===== src/rtl/core/crlsc_pkg.sv =====
// Shared types, constants and helper functions of the coefficient run-length symbol coder.
package crlsc_pkg;

    localparam int COMPONENTS_DEF  = 3;
    localparam int COEF_WIDTH_DEF  = 11;
    localparam int QUEUE_DEPTH_DEF = 4;

    localparam int POS_W   = 6;
    localparam int COMP_W  = 2;
    localparam int VAL_W   = 12;
    localparam int AMP_W   = 11;
    localparam int SIZE_W  = 4;
    localparam int SYM_W   = 8;
    localparam int RUN_W   = 4;
    localparam int PEND_W  = 2;

    localparam int AMP_LIMIT = 2047;
    localparam int PRED_MAX  = 1023;
    localparam int PRED_MIN  = -1024;

    localparam logic [RUN_W-1:0]  RUN_MAX     = 4'd15;
    localparam logic [PEND_W-1:0] PENDING_MAX = 2'd3;
    localparam logic [POS_W-1:0]  DC_POS      = 6'd0;
    localparam logic [POS_W-1:0]  LAST_POS    = 6'd63;
    localparam logic [SYM_W-1:0]  SYM_ZRL     = 8'hF0;
    localparam logic [SYM_W-1:0]  SYM_EOB     = 8'h00;

    typedef enum logic [1:0] {
        K_DC,
        K_AC,
        K_ZRL,
        K_EOB
    } t_kind;

    // One queued job: optional leading ZRLs plus one main symbol.
    typedef struct packed {
        t_kind                    kind;
        logic [PEND_W-1:0]        n_zrl;
        logic [RUN_W-1:0]         run;
        logic signed [VAL_W-1:0]  value;
    } t_job;

    // Number of significant bits of a magnitude (the JPEG category).
    function automatic logic [SIZE_W-1:0] category(input logic [AMP_W-1:0] mag);
        logic [SIZE_W-1:0] cat;
        cat = '0;
        for (int i = 0; i < AMP_W; i++) begin
            if (mag[i]) begin
                cat = SIZE_W'(i + 1);
            end
        end
        return cat;
    endfunction

endpackage


===== src/rtl/core/crlsc_front.sv =====
// Front end: accepts coefficients, tracks run and predictor state, and queues coding jobs.
module crlsc_front #(
    parameter int COMPONENTS = crlsc_pkg::COMPONENTS_DEF,
    parameter int COEF_WIDTH = crlsc_pkg::COEF_WIDTH_DEF
) (
    input  logic                              i_clk,
    input  logic                              i_rst_n,
    input  logic                              i_push,
    input  logic                              i_full,
    input  logic signed [COEF_WIDTH-1:0]      i_coefficient,
    input  logic [crlsc_pkg::POS_W-1:0]       i_position,
    input  logic [crlsc_pkg::COMP_W-1:0]      i_component,
    input  logic                              i_new_scan,
    output logic                              o_job_push,
    output crlsc_pkg::t_job                   o_job
);
    import crlsc_pkg::*;

    localparam int DW  = (COEF_WIDTH > 11 ? COEF_WIDTH : 11) + 1;
    localparam int CIW = (COMPONENTS > 1) ? $clog2(COMPONENTS) : 1;
    localparam logic signed [DW-1:0] AMP_HI  = DW'(AMP_LIMIT);
    localparam logic signed [DW-1:0] AMP_LO  = DW'(-AMP_LIMIT);
    localparam logic signed [DW-1:0] PRED_HI = DW'(PRED_MAX);
    localparam logic signed [DW-1:0] PRED_LO = DW'(PRED_MIN);

    logic signed [AMP_W-1:0] r_pred [COMPONENTS];
    logic signed [AMP_W-1:0] n_pred [COMPONENTS];
    logic [RUN_W-1:0]        r_zero_run, n_zero_run;
    logic [PEND_W-1:0]       r_pending, n_pending;

    logic                    accept;
    logic                    comp_ok;
    logic                    is_dc_pos;
    logic                    is_zero;
    logic signed [AMP_W-1:0] pred;
    logic signed [DW-1:0]    coef_x;
    logic signed [DW-1:0]    pred_x;
    logic signed [DW-1:0]    diff;
    logic signed [DW-1:0]    sel;
    logic signed [VAL_W-1:0] val_clamped;
    logic signed [AMP_W-1:0] pred_store;

    assign accept    = i_push && !i_full;
    assign comp_ok   = 3'(i_component) < 3'(COMPONENTS);
    assign is_dc_pos = (i_position == DC_POS);
    assign is_zero   = (i_coefficient == '0);

    assign pred   = (i_new_scan || !comp_ok) ? '0 : r_pred[i_component[CIW-1:0]];
    assign coef_x = DW'(i_coefficient);
    assign pred_x = DW'(pred);
    assign diff   = coef_x - pred_x;
    assign sel    = is_dc_pos ? diff : coef_x;

    always_comb begin
        if (sel > AMP_HI) begin
            val_clamped = VAL_W'(AMP_HI);
        end else if (sel < AMP_LO) begin
            val_clamped = VAL_W'(AMP_LO);
        end else begin
            val_clamped = VAL_W'(sel);
        end
    end

    always_comb begin
        if (coef_x > PRED_HI) begin
            pred_store = AMP_W'(PRED_HI);
        end else if (coef_x < PRED_LO) begin
            pred_store = AMP_W'(PRED_LO);
        end else begin
            pred_store = AMP_W'(coef_x);
        end
    end

    always_comb begin
        for (int i = 0; i < COMPONENTS; i++) begin
            n_pred[i] = r_pred[i];
            if (accept && i_new_scan) begin
                n_pred[i] = '0;
            end
            if (accept && is_dc_pos && comp_ok && (CIW'(i) == i_component[CIW-1:0])) begin
                n_pred[i] = pred_store;
            end
        end
    end

    always_comb begin
        n_zero_run  = r_zero_run;
        n_pending   = r_pending;
        o_job_push  = 1'b0;
        o_job.kind  = K_AC;
        o_job.n_zrl = '0;
        o_job.run   = r_zero_run;
        o_job.value = val_clamped;
        if (accept) begin
            if (is_dc_pos) begin
                o_job_push = 1'b1;
                o_job.kind = K_DC;
                n_zero_run = '0;
                n_pending  = '0;
            end else if (is_zero) begin
                if (i_position == LAST_POS) begin
                    // End of block drops any held ZRLs.
                    o_job_push = 1'b1;
                    o_job.kind = K_EOB;
                    n_zero_run = '0;
                    n_pending  = '0;
                end else if (r_zero_run < RUN_MAX) begin
                    n_zero_run = r_zero_run + 1'b1;
                end else begin
                    n_zero_run = '0;
                    if (r_pending < PENDING_MAX) begin
                        n_pending = r_pending + 1'b1;
                    end else begin
                        // Hold space is full, so this ZRL goes out at once.
                        o_job_push = 1'b1;
                        o_job.kind = K_ZRL;
                    end
                end
            end else begin
                o_job_push  = 1'b1;
                o_job.kind  = K_AC;
                o_job.n_zrl = r_pending;
                n_zero_run  = '0;
                n_pending   = '0;
            end
        end
    end

    always_ff @(posedge i_clk) begin
        if (!i_rst_n) begin
            r_zero_run <= '0;
            r_pending  <= '0;
            for (int i = 0; i < COMPONENTS; i++) begin
                r_pred[i] <= '0;
            end
        end else begin
            r_zero_run <= n_zero_run;
            r_pending  <= n_pending;
            for (int i = 0; i < COMPONENTS; i++) begin
                r_pred[i] <= n_pred[i];
            end
        end
    end

endmodule


===== src/rtl/core/crlsc_queue.sv =====
// Short job queue between the front end and the symbol emitter.
module crlsc_queue #(
    parameter int DEPTH = crlsc_pkg::QUEUE_DEPTH_DEF
) (
    input  logic            i_clk,
    input  logic            i_rst_n,
    input  logic            i_push,
    input  crlsc_pkg::t_job i_data,
    output logic            o_full,
    input  logic            i_pop,
    output crlsc_pkg::t_job o_data,
    output logic            o_empty
);
    import crlsc_pkg::*;

    localparam int PW = (DEPTH > 1) ? $clog2(DEPTH) : 1;
    localparam int CW = $clog2(DEPTH + 1);
    localparam logic [PW-1:0] LAST_SLOT = PW'(DEPTH - 1);
    localparam logic [CW-1:0] FULL_CNT  = CW'(DEPTH);

    t_job          r_mem [DEPTH];
    logic [PW-1:0] r_wr, n_wr;
    logic [PW-1:0] r_rd, n_rd;
    logic [CW-1:0] r_count, n_count;
    logic          do_push;
    logic          do_pop;

    assign o_full  = (r_count == FULL_CNT);
    assign o_empty = (r_count == '0);
    assign o_data  = r_mem[r_rd];
    assign do_push = i_push && !o_full;
    assign do_pop  = i_pop && !o_empty;

    always_comb begin
        n_wr    = r_wr;
        n_rd    = r_rd;
        n_count = r_count;
        if (do_push) begin
            n_wr = (r_wr == LAST_SLOT) ? '0 : r_wr + 1'b1;
        end
        if (do_pop) begin
            n_rd = (r_rd == LAST_SLOT) ? '0 : r_rd + 1'b1;
        end
        if (do_push && !do_pop) begin
            n_count = r_count + 1'b1;
        end else if (do_pop && !do_push) begin
            n_count = r_count - 1'b1;
        end
    end

    always_ff @(posedge i_clk) begin
        if (do_push) begin
            r_mem[r_wr] <= i_data;
        end
    end

    always_ff @(posedge i_clk) begin
        if (!i_rst_n) begin
            r_wr    <= '0;
            r_rd    <= '0;
            r_count <= '0;
        end else begin
            r_wr    <= n_wr;
            r_rd    <= n_rd;
            r_count <= n_count;
        end
    end

endmodule


===== src/rtl/core/crlsc_back.sv =====
// Back end: expands queued jobs into ZRL and coded symbol words in an output register.
module crlsc_back (
    input  logic                              i_clk,
    input  logic                              i_rst_n,
    input  crlsc_pkg::t_job                   i_job,
    input  logic                              i_job_valid,
    output logic                              o_job_pop,
    output logic                              o_empty,
    input  logic                              i_pop,
    output logic                              o_is_dc,
    output logic [crlsc_pkg::SYM_W-1:0]       o_symbol,
    output logic [crlsc_pkg::AMP_W-1:0]       o_amplitude_bits,
    output logic [crlsc_pkg::SIZE_W-1:0]      o_amplitude_size,
    output logic                              o_last
);
    import crlsc_pkg::*;

    logic                r_valid, n_valid;
    logic [PEND_W-1:0]   r_zrl_idx, n_zrl_idx;
    logic                r_is_dc;
    logic [SYM_W-1:0]    r_symbol;
    logic [AMP_W-1:0]    r_amp;
    logic [SIZE_W-1:0]   r_size;
    logic                r_last;

    logic                slot_free;
    logic                take;
    logic                emit_zrl;
    logic                neg;
    logic [AMP_W-1:0]    mag;
    logic [SIZE_W-1:0]   size;
    logic [AMP_W-1:0]    mask;
    logic [VAL_W-1:0]    val_m1;
    logic [AMP_W-1:0]    amp;
    logic                m_is_dc;
    logic [SYM_W-1:0]    m_symbol;
    logic [AMP_W-1:0]    m_amp;
    logic [SIZE_W-1:0]   m_size;

    assign slot_free = !r_valid || i_pop;
    assign take      = slot_free && i_job_valid;
    assign emit_zrl  = (r_zrl_idx < i_job.n_zrl);
    assign o_job_pop = take && !emit_zrl;

    // Negative values send the low size bits of value minus one.
    assign neg    = i_job.value[VAL_W-1];
    assign mag    = neg ? AMP_W'(-i_job.value) : i_job.value[AMP_W-1:0];
    assign size   = category(mag);
    assign mask   = AMP_W'((VAL_W'(1) << size) - 1'b1);
    assign val_m1 = i_job.value - 1'b1;
    assign amp    = (neg ? val_m1[AMP_W-1:0] : i_job.value[AMP_W-1:0]) & mask;

    always_comb begin
        unique case (i_job.kind)
            K_DC: begin
                m_is_dc  = 1'b1;
                m_symbol = SYM_W'(size);
                m_amp    = amp;
                m_size   = size;
            end
            K_AC: begin
                m_is_dc  = 1'b0;
                m_symbol = {i_job.run, size};
                m_amp    = amp;
                m_size   = size;
            end
            K_ZRL: begin
                m_is_dc  = 1'b0;
                m_symbol = SYM_ZRL;
                m_amp    = '0;
                m_size   = '0;
            end
            K_EOB: begin
                m_is_dc  = 1'b0;
                m_symbol = SYM_EOB;
                m_amp    = '0;
                m_size   = '0;
            end
            default: begin
                m_is_dc  = 1'b0;
                m_symbol = SYM_EOB;
                m_amp    = '0;
                m_size   = '0;
            end
        endcase
    end

    always_comb begin
        n_valid   = r_valid;
        n_zrl_idx = r_zrl_idx;
        if (take) begin
            n_valid   = 1'b1;
            n_zrl_idx = emit_zrl ? r_zrl_idx + 1'b1 : '0;
        end else if (i_pop) begin
            n_valid = 1'b0;
        end
    end

    always_ff @(posedge i_clk) begin
        if (!i_rst_n) begin
            r_valid   <= 1'b0;
            r_zrl_idx <= '0;
        end else begin
            r_valid   <= n_valid;
            r_zrl_idx <= n_zrl_idx;
        end
    end

    always_ff @(posedge i_clk) begin
        if (take) begin
            if (emit_zrl) begin
                r_is_dc  <= 1'b0;
                r_symbol <= SYM_ZRL;
                r_amp    <= '0;
                r_size   <= '0;
                r_last   <= 1'b0;
            end else begin
                r_is_dc  <= m_is_dc;
                r_symbol <= m_symbol;
                r_amp    <= m_amp;
                r_size   <= m_size;
                r_last   <= 1'b1;
            end
        end
    end

    assign o_empty          = !r_valid;
    assign o_is_dc          = r_is_dc;
    assign o_symbol         = r_symbol;
    assign o_amplitude_bits = r_amp;
    assign o_amplitude_size = r_size;
    assign o_last           = r_last;

    a_dc_is_last: assert property (@(posedge i_clk) disable iff (!i_rst_n)
        (r_valid && r_is_dc) |-> r_last)
        else $error("DC word not marked last");

    a_not_last_is_zrl: assert property (@(posedge i_clk) disable iff (!i_rst_n)
        (r_valid && !r_last) |-> (r_symbol == SYM_ZRL))
        else $error("non-final word is not a ZRL");

    a_zrl_idx_bound: assert property (@(posedge i_clk) disable iff (!i_rst_n)
        i_job_valid |-> (r_zrl_idx <= i_job.n_zrl))
        else $error("ZRL counter passed the job's ZRL count");

    a_size_range: assert property (@(posedge i_clk) disable iff (!i_rst_n)
        r_valid |-> (r_size <= SIZE_W'(AMP_W)))
        else $error("amplitude size above eleven");

endmodule


===== src/rtl/core/coefficient_run_length_symbol_coder.sv =====
// Top level of the coefficient run-length symbol coder.
// Takes one quantized coefficient word per cycle and turns it into DC/AC run-length
// symbols. Each accepted word is classified in the same cycle by the front end, which
// updates the zero run, the held-ZRL count and the DC predictors and writes at most one
// job into a QUEUE_DEPTH-entry queue. The back end expands each job into its held
// ZRL words and then its main word, one result word per cycle from its output register
// while that register is empty or being popped; a nonzero AC coefficient can produce
// up to four words. Input is accepted every cycle while the queue has room, and the
// result side delivers one word per cycle while pop is held high and jobs are waiting.
// A result passes through the queue and then the output register on its way out.
module coefficient_run_length_symbol_coder #(
    parameter int COMPONENTS  = crlsc_pkg::COMPONENTS_DEF,
    parameter int COEF_WIDTH  = crlsc_pkg::COEF_WIDTH_DEF,
    parameter int QUEUE_DEPTH = crlsc_pkg::QUEUE_DEPTH_DEF
) (
    input  logic                              i_clk,
    input  logic                              i_rst_n,
    input  logic                              push,
    output logic                              full,
    input  logic signed [COEF_WIDTH-1:0]      i_coefficient,
    input  logic [crlsc_pkg::POS_W-1:0]       i_position,
    input  logic [crlsc_pkg::COMP_W-1:0]      i_component,
    input  logic                              i_new_scan,
    output logic                              empty,
    input  logic                              pop,
    output logic                              o_is_dc,
    output logic [crlsc_pkg::SYM_W-1:0]       o_symbol,
    output logic [crlsc_pkg::AMP_W-1:0]       o_amplitude_bits,
    output logic [crlsc_pkg::SIZE_W-1:0]      o_amplitude_size,
    output logic                              o_last
);
    import crlsc_pkg::*;

    t_job job_in;
    t_job job_head;
    logic job_push;
    logic job_pop;
    logic q_empty;

    crlsc_front #(
        .COMPONENTS (COMPONENTS),
        .COEF_WIDTH (COEF_WIDTH)
    ) u_front (
        .i_clk         (i_clk),
        .i_rst_n       (i_rst_n),
        .i_push        (push),
        .i_full        (full),
        .i_coefficient (i_coefficient),
        .i_position    (i_position),
        .i_component   (i_component),
        .i_new_scan    (i_new_scan),
        .o_job_push    (job_push),
        .o_job         (job_in)
    );

    crlsc_queue #(
        .DEPTH (QUEUE_DEPTH)
    ) u_queue (
        .i_clk   (i_clk),
        .i_rst_n (i_rst_n),
        .i_push  (job_push),
        .i_data  (job_in),
        .o_full  (full),
        .i_pop   (job_pop),
        .o_data  (job_head),
        .o_empty (q_empty)
    );

    crlsc_back u_back (
        .i_clk            (i_clk),
        .i_rst_n          (i_rst_n),
        .i_job            (job_head),
        .i_job_valid      (!q_empty),
        .o_job_pop        (job_pop),
        .o_empty          (empty),
        .i_pop            (pop),
        .o_is_dc          (o_is_dc),
        .o_symbol         (o_symbol),
        .o_amplitude_bits (o_amplitude_bits),
        .o_amplitude_size (o_amplitude_size),
        .o_last           (o_last)
    );

endmodule


===== config.mk =====
export PLATFORM = sky130hd
export DESIGN_NAME = coefficient_run_length_symbol_coder
export DESIGN_NICKNAME = d
export VERILOG_FILES = /design/src/rtl/core/crlsc_pkg.sv /design/src/rtl/core/crlsc_front.sv /design/src/rtl/core/crlsc_queue.sv /design/src/rtl/core/crlsc_back.sv /design/src/rtl/core/coefficient_run_length_symbol_coder.sv
export SDC_FILE = /design/constraint.sdc
export NUM_CORES = 1
export LEC_CHECK = 0
export BUFFER_PORTS_ARGS = -buffer_cell sky130_fd_sc_hd__buf_2
export CORE_ASPECT_RATIO = 1.1
export CORE_UTILIZATION = 50
export DETAILED_ROUTE_END_ITERATION = 10
export HOLD_SLACK_MARGIN = 0.1
export PLACE_DENSITY = 0.72
export SETUP_SLACK_MARGIN = 0.1
export SYNTH_ARGS = -nofsm -noshare
export SYNTH_HDL_FRONTEND = slang
export SYNTH_SLANG_ARGS = --single-unit

===== constraint.sdc =====
create_clock -name i_clk -period 4.8 [get_ports i_clk]
set_input_delay 0.24 -clock i_clk [delete_from_list [all_inputs] [get_ports i_clk]]
set_output_delay 0.24 -clock i_clk [all_outputs]
set_load 0.01 [all_outputs]

# Word-level counts from Yosys, hierarchy flattened
# Memory sizes are Yosys's and may differ from the RTL's. A register that Yosys moved wholly into a read port is not among the register bits.
# Index checks and enable logic that the tools add are counted.
dict set report classes {
  add_sub_neg 11
  order_cmp 8
  eq_ne 14
  shifts 1
  mux 69
  bitwise 4
  n_reduce_logical 36
}
# cell count
set ops {}
lappend ops {{11-bit two-way mux} 14}
lappend ops {{2-bit two-way mux} 19}
lappend ops {{12-bit two-way mux} 3}
lappend ops {{4-bit two-way mux} 9}
lappend ops {{8-bit case mux with 4 select lines} 1}
lappend ops {{11-bit case mux with 2 select lines} 1}
lappend ops {{11-bit by 1-bit subtractor with 11-bit output, second input constant} 2}
lappend ops {{3-bit two-way mux} 6}
lappend ops {{1-bit two-way mux} 14}
lappend ops {{1-bit logical AND} 13}
lappend ops {{12-bit > comparator, second input constant} 1}
lappend ops {{12-bit less-than comparator, second input constant} 1}
lappend ops {{11-bit by 11-bit subtractor with 12-bit output} 1}
lappend ops {{11-bit AND} 1}
lappend ops {{11-bit > comparator, second input constant} 1}
lappend ops {{11-bit logical NOT} 1}
lappend ops {{11-bit less-than comparator, second input constant} 1}
lappend ops {{11-bit negation} 1}
lappend ops {{1-bit by 4-bit left shift with 11-bit output, first input constant} 1}
lappend ops {{2-bit by 1-bit adder with 2-bit output, second input constant} 4}
lappend ops {{2-bit == test, second input constant} 4}
lappend ops {{4-bit by 3-bit != test with 1-bit output, second input constant} 2}
lappend ops {{4-bit case mux with 2 select lines} 1}
lappend ops {{1-bit logical NOT} 7}
lappend ops {{23 further kinds} 34}
dict set report totals {
  register_bits 41
  mem_bits_rw 113
  inputBits 24
  out_inout_bits 27
  wordCells 157
  mem_count 2
}
# name depth word_bits rd rd_clocked_by_memory_dff wr line
set memory_table {}
lappend memory_table {u_queue.r_mem 4 20 1 1 1 crlsc_queue.sv:21} ;# t_job r_mem [DEPTH];
lappend memory_table {u_front.r_pred 3 11 1 0 3 crlsc_front.sv:26} ;# logic signed [AMP_W-1:0] r_pred [COMPONENTS];

# Logic depth before layout (Yosys ltp)
# Gate-level depths: netlist (run 1).
dict set report depth {
  depth_word 17
  ltp_mapped 20
  ltp_nobuf 17
}

# Hierarchy
# Synthesis (run 1) repeated with hierarchy kept, for this count alone.
dict set report unflattened {
  hier_cells 680
  hier_area_um2 8250.4
}
# module n_inst cells_per_inst area_each_um2
set by_module_without_submodules {}
lappend by_module_without_submodules {crlsc_queue 1 155 3358.2}
lappend by_module_without_submodules {crlsc_front 1 283 2693.8}
lappend by_module_without_submodules {crlsc_back 1 241 2194.6}
lappend by_module_without_submodules {coefficient_run_length_symbol_coder 1 1 3.8}

# Least setup slack after synthesis (run 1)
# Ideal clock, no wire load.
dict set report synth_path {
  kind {input port to flip-flop}
  from {in i_component[1] (netlist name)}
  to {mem u_queue.r_mem[0][1] (netlist name) (data pin)}
  setup_ns 0.217
  t_arrival_ns 4.051
  t_required_ns 4.583
  slack_ns 0.532
  cell_stages 20
  cell_sequence {clkbuf_1 > buf_1 > mux2i_1 > nor2_1 > a21oi_1 > nor2_1 > ha_1 > fa_1 > nor2b_1 > o21ai_0 > a21boi_0 > o21ai_0 > nor2b_1 > xnor2_1 > nor4_1 > o2111a_1 > a31o_2 > ha_1 > clkbuf_1 > a211oi_1}
}
# element line
set synth_rtl {}
lappend synth_rtl {{start, declared} coefficient_run_length_symbol_coder.sv:22} ;# input logic [crlsc_pkg::COMP_W-1:0] i_component,
lappend synth_rtl {{end, declared} crlsc_queue.sv:21}

==> flow_metrics.py, run 1 <==
metrics = {
    "cts": {
        "cts-htree-levels": 4,
        "clock_sinks": 156,
        "cts-buffers-inserted": 17,
        "cts_hold_buf": 0,
        "cts_setup_buffers": 0,
        "cts_repair_resize_count": 0,
        "clock_latency_ns": 0.42,
        "cts_tree": "built",
        "path_clk_slew_ns": 0.06,
        "clk_path_buf_depth": 2,
        "clockRootBuffer": "clkbuf_16",
    },
    "route": {
        "drc_errors": 0,
        "vias_per_cell": 5.79,
        "drtPass1Iterations": 5,
        "ant_nets": 0,
        "wl_per_cell_um": 17.1,
        "drtIter0Drc": 309,
        "drt-total-wl_um": 16000,
        "vias": 5418,
    },
    "setup_path": {
        "critical_path.endpoint_type": "flip-flop",
        "critPathArrivalTime_ns": 4.55,
        "required_ns": 5.05,
        "critical_path_peak_fanout": 20,
        "worst-setup-path-type": "reg2reg",
        "critPathLaunchType": "flip-flop",
        "reg2regPathDepth": 15,
    },
    "flow_run": {
        "cap_violations": 0,
    },
    "yosys": {
        "synthArstFlopShare_pct": 0,
        "ys_ff_latch": 156,
        "yosys.area.top_type_share_pct": 50.8,
        "synthFlopType": "edfxtp_1",
        "ys_seq_area_share_pct": 55.2,
        "syn_inst": 675,
        "netlist_top_cells_area": "edfxtp_1, mux4_2, dfxtp_1, ha_1, and2_1",
        "post-synth-top-area-cell": "edfxtp_1",
        "synth_common_cells": "edfxtp_1, nor2_1, nand2_1",
        "syn_nets": 724,
        "synth.most_common_cell": "edfxtp_1",
        "synthesis.area_sq_mm": 0.00815,
        "syn_area_per_cell_sq_um": 12.1,
        "synth-edff-count": 138,
        "ys_warn_count": 0,
        "ys_types": 72,
    },
    "placement": {
        "placed_cells": 905,
        "portBuffers": 50,
        "routabilityCongestion": 0.912,
        "dpl.hpwl_um": 11600,
        "dpl_cell_area_sq_mm": 0.00858,
        "dp_slack_ns": 0.336,
    },
    "cells_and_area": {
        "fill_cells": 1260,
        "area_growth_pct": 12.1,
        "drive_gt1_share_pct": 17.7,
        "multiInputGateArea_sq_mm": 0.00339,
        "fin_util_pct": 57.9,
        "fin_cells": 936,
        "final_area_sq_mm": 0.00914,
        "finalNetCount": 773,
        "ff_latch_area_sq_mm": 0.00450,
        "n_antenna_cell": 0,
    },
    "sta": {
        "clock_skew_ns": 0.00885,
        "rsz0062_at_grt": "no",
        "fin_hold_ws_ns": 0.159,
        "hold_violations": 0,
        "report.final.slew_viol_count": 0,
        "slew_headroom_pct": 19.2,
        "maxClockFrequency_mhz": 233,
        "setup_viol": 0,
        "timing.final.ws_setup_ns": 0.501,
        "final.period_utilization_pct": 89.6,
        "finalCriticalPeriod_ns": 4.30,
        "tns_ns": 0,
        "tightest_slew_ns": 1.18,
    },
    "floorplanning": {
        "start_util_pct": 51.6,
        "core_sq_mm": 0.0158,
        "die_w_um": 124,
        "die_h_um": 136,
        "rows": 48,
        "die-area_sq_mm": 0.0168,
        "pin_count": 51,
    },
    "power": {
        "p_leak_nw": 3.31,
        "ir_worst_vdd_mv": 0.283,
        "total_power_mw": 4.95,
        "powerDensity_mw_per_mm2": 541,
    },
    "global_route": {
        "antenna_found_initial": 0,
        "grt_pass1_wl_um": 26500,
        "overflow": 0,
        "grt_pass1_vias": 5446,
        "grt_start_max_net_pins": 30,
        "grt_util_all_layers_pct": 20.7,
    },
    "run_status": {
        "status": "complete, no violations",
    },
    "hold_path": {
        "hp-class": "in2reg",
        "min_path_cells": 3,
    },
}
==> layout by cell type, fill, tap and decap left out, drive strengths merged, types with 11 or more instances in the layout <==
cell type,n
dfxtp,18
edfxtp,138
buf,60
nand3,11
ha,23
mux4,21
nand2b,21
a21oi,30
o21ai,38
clkbuf,20
nor2b,20
nand2,45
mux2i,20
inv,31
nor3,25
nor2,51
and2,41
==> report_power, final <==
| group | leakage (nW) | switching, mW | internal, mW |
|---|---|---|---|
| Sequential | 1.48 | 0.0819 | 1.78 |
| Combinational | 1.56 | 1.09 | 0.715 |
| Clock | 0.262 | 0.513 | 0.760 |
==> cell type report <==
class | count | area share [%]
Clock buffer | 20 | 4.78
Clock inverter | 11 | 1.33
Inverter | 30 | 1.23
Multi-Input combinational cell | 459 | 37.1
Sequential cell | 156 | 49.3
Tap cell | 200 | 2.74
Timing Repair Buffer | 60 | 3.56
==> per-layer routing <==
layer  part of all wire (%)  wire (um)  vias up  global-route usage, %
met5                      0          0        -                      0
met2                     51       8240      168                   35.7
met3                    4.9        780       25                   4.28
met4                    1.6        260        0                   8.30
met1                     42       6720     2622                   25.1
li1                       -          -     2603                      -
==> state kept, by name (all words and copies together) (netlist names), named ones only <==
| signal | flops |
|---|---|
| u_back.o_amplitude_bits | 11 |
| u_queue.r_rd | 2 |
| u_back.o_is_dc | 1 |
| u_queue.r_mem | 80 |
| u_queue.r_wr | 2 |
| u_front.r_pred | 33 |
| u_back.r_valid | 1 |
| u_front.r_pending | 2 |
| u_back.r_zrl_idx | 2 |
| u_queue.r_count | 3 |
| u_front.r_zero_run | 4 |
| u_back.o_amplitude_size | 4 |
| u_back.o_symbol | 8 |
| u_back.o_last | 1 |
==> final timing paths <==
| kind | slack [ns] | startpoint | to |
|---|---|---|---|
| worst max register to register | 0.50 | flip-flop | u_back.o_amplitude_bits[6]$_SDFFCE_PP0P_ |
| worst max-delay path | 0.50 | flip-flop | u_back.o_amplitude_bits[6]$_SDFFCE_PP0P_ |
| worst min-delay path | 0.16 | pop | u_back.r_valid$_SDFFE_PN0P_ |
| worst min register to register | 0.51 | u_queue.r_count[2]$_SDFFE_PN0P_ | u_queue.r_count[2]$_SDFFE_PN0P_ |
==> cell families after synthesis <==
kind of cell    count (synthesis)  share of synthesized area, %
compound gates                120                          9.78
xor+xnor                       16                          1.81
fa+ha+maj                      25                          4.02
buf+inv                        60                          3.22
flops                         156                          55.2
mux                            45                          8.85
simple gates                  253                          17.1
==> critical path: stages (launching register included) <==
cell and delay [ns]:
dfxtp_1 0.53, buf_4 0.27, buf_4 0.26, mux4_2 0.57
buf_4 0.23, nor2_1 0.14, a221o_1 0.22, o21ai_0 0.10
a32oi_1 0.24, and4bb_4 0.31, nor2_4 0.17, nand2_1 0.08
ha_1 0.34, nor4_2 0.31, o21ai_1 0.11, a211oi_2 0.25
No activity file was read; power rests on OpenSTA's default activity.
==> inputs of run 2 (changes only) <==
clock period = 4.35 ns   (was 4.8 ns; I/O delays follow)
==> flow_metrics.py, run 2 (synthesis results as in run 1) <==
metrics = {
    "global_route": {
        "overflow": 0,
        "grt_pass1_vias": 5653,
        "grt_util_all_layers_pct": 21.3,
        "grt_start_max_net_pins": 30,
        "grt_pass1_wl_um": 27000,
        "antenna_found_initial": 0,
    },
    "placement": {
        "portBuffers": 50,
        "dpl.hpwl_um": 11600,
        "routabilityCongestion": 0.891,
        "dp_slack_ns": -0.0417,
    },
    "floorplanning": {
        "die_w_um": 124,
        "die-area_sq_mm": 0.0168,
        "start_util_pct": 51.6,
        "pin_count": 51,
        "core_sq_mm": 0.0158,
        "die_h_um": 136,
        "rows": 48,
    },
    "hold_path": {
        "min_path_cells": 3,
        "hp-class": "in2reg",
        "min_to": "u_back.r_valid$_SDFFE_PN0P_",
        "hp-start": "pop",
    },
    "sta": {
        "tightest_slew_ns": 1.33,
        "finalCriticalPeriod_ns": 4.03,
        "fin_hold_ws_ns": 0.137,
        "setup_viol": 0,
        "rsz0062_at_grt": "no",
        "maxClockFrequency_mhz": 248,
        "report.final.slew_viol_count": 0,
        "hold_violations": 0,
        "final.period_utilization_pct": 92.6,
        "timing.final.ws_setup_ns": 0.323,
        "slew_headroom_pct": 8.99,
        "clock_skew_ns": 0.00727,
        "tns_ns": 0,
    },
    "route": {
        "vias": 5503,
        "drc_errors": 0,
        "vias_per_cell": 5.80,
        "drt-total-wl_um": 16300,
        "wl_per_cell_um": 17.2,
        "drtPass1Iterations": 5,
        "ant_nets": 0,
        "drtIter0Drc": 381,
    },
    "cells_and_area": {
        "largest_reg_flops": 80,
        "fill_cells": 1246,
        "drive_gt1_share_pct": 20.1,
        "n_antenna_cell": 0,
        "regMostFlops": "u_queue.r_mem",
        "mostFrequentLayoutCell": "edfxtp_1",
        "area_growth_pct": 14.4,
        "mostFrequentLayoutCells": "edfxtp_1, buf_2, nor2_1",
        "fin_util_pct": 59.0,
        "ff_latch_area_sq_mm": 0.00450,
        "multiInputGateArea_sq_mm": 0.00341,
        "finalNetCount": 784,
    },
    "setup_path": {
        "required_ns": 4.51,
        "path_cells": "mux2i_1 > nor2_1 > a21oi_1 > nor2_1 > ha_1 > fa_1 > nor2b_1 > o21ai_0 > a21boi_1 > o21ai_0 > a211oi_1 > o21ai_0 > a31oi_1 > o2111a_1 > a31o_2 > ha_2 > a211o_1",
        "critPathLaunchType": "flip-flop",
        "ff2ff_setup_slack_ns": 0.32,
        "slowest_stage": "fa_1",
        "reg2regPathDepth": 17,
        "r2r-start": "u_front.r_pred[2][0]$_SDFFCE_PN0P_",
        "critPathBufInv": 0,
        "crit_family": "compound AO/OA/AOI/OAI gates",
        "critPathArrivalTime_ns": 4.19,
        "critical_path.endpoint_type": "flip-flop",
        "slowest_delay_ns": 0.41,
        "critical_path_peak_fanout": 11,
        "worst-setup-path-type": "reg2reg",
        "crit_top_cell": "o21ai_0",
        "rr_endpoint": "u_queue.r_mem[0][0]$_DFFE_PP_",
    },
    "power": {
        "total_power_mw": 5.66,
        "powerDensity_mw_per_mm2": 608,
        "p_leak_nw": 3.40,
        "ir_worst_vdd_mv": 0.273,
    },
    "cts": {
        "clock_sinks": 156,
        "cts_hold_buf": 0,
        "clock_latency_ns": 0.43,
        "cts-htree-levels": 4,
        "clockRootBuffer": "clkbuf_16",
        "clk_path_buf_depth": 2,
        "path_clk_slew_ns": 0.06,
        "cts-buffers-inserted": 17,
        "cts_tree": "built",
        "cts_setup_buffers": 0,
    },
    "run_status": {
        "status": "complete, no violations",
    },
    "flow_run": {
        "cap_violations": 0,
    },
}
[run 2: cell count changes in the layout (fill, tap and decap cells not counted), moves of 2 or more]
cell / previous run / this run
ha_1: 23 / 21
buf_4: 10 / 19
clkinvlp_4: 3 / 1
buf_12: 0 / 2
clkinv_1: 2 / 0
ha_2: 0 / 2
clkbuf_16: 17 / 19
[run 2: tightest hold or removal path: stages]
cell and delay [ns]:
buf_2 0.09, o21ai_0 0.06, and2_1 0.14
[run 2: worst max path at each step]
stage / from / endpoint / cells past startpoint
after detailed placement: i_component[0] / u_queue.r_mem[3][1]$_DFFE_PP_ / 17
after global placement: i_component[1] / u_queue.r_mem[0][1]$_DFFE_PP_ / 18
after CTS: u_front.r_pred[0][0]$_SDFFCE_PN0P_ / u_queue.r_mem[1][1]$_DFFE_PP_ / 17
after global routing: u_front.r_pred[0][0]$_SDFFCE_PN0P_ / u_queue.r_mem[0][0]$_DFFE_PP_ / 17
final: u_front.r_pred[2][0]$_SDFFCE_PN0P_ / u_queue.r_mem[0][0]$_DFFE_PP_ / 17
after floorplan: i_component[1] / u_queue.r_mem[0][1]$_DFFE_PP_ / 20
[run 2: layout make-up]
class / count / area share (%)
well taps: 200 / 2.68
clock buffers: 22 / 5.22
repair buffers: 71 / 4.64
inverters: 30 / 1.21
multi-input cells: 459 / 36.6
clock inverters: 10 / 1.37
flip-flops and latches: 156 / 48.3
[run 2: through the flow]
step	cells	area, sq um
CTS	948	9300
finish	948	9320
floorplan	675	8150
detailed placement	916	8690
global route	948	9320
global placement	916	8690
[run 2: routing by layer]
layer	track usage, %	share of wire (%)	routed length, um	vias up
li1	-	-	-	2624
met1	25.2	42	6820	2692
met2	37.2	53	8580	156
met3	4.61	3.7	610	31
met4	8.57	1.9	304	0
met5	0	0	0	-
[run 2: repair_timing]
action	in CTS	in global routing
hold endpoints to repair	0	0
resized for setup	0	7
setup endpoints to repair	0	31
[run 2: where the power goes]
group	internal [mW]	switching [mW]
combinational	0.865	1.22
clock	0.923	0.601
sequential	1.97	0.0851
total	3.76	1.91
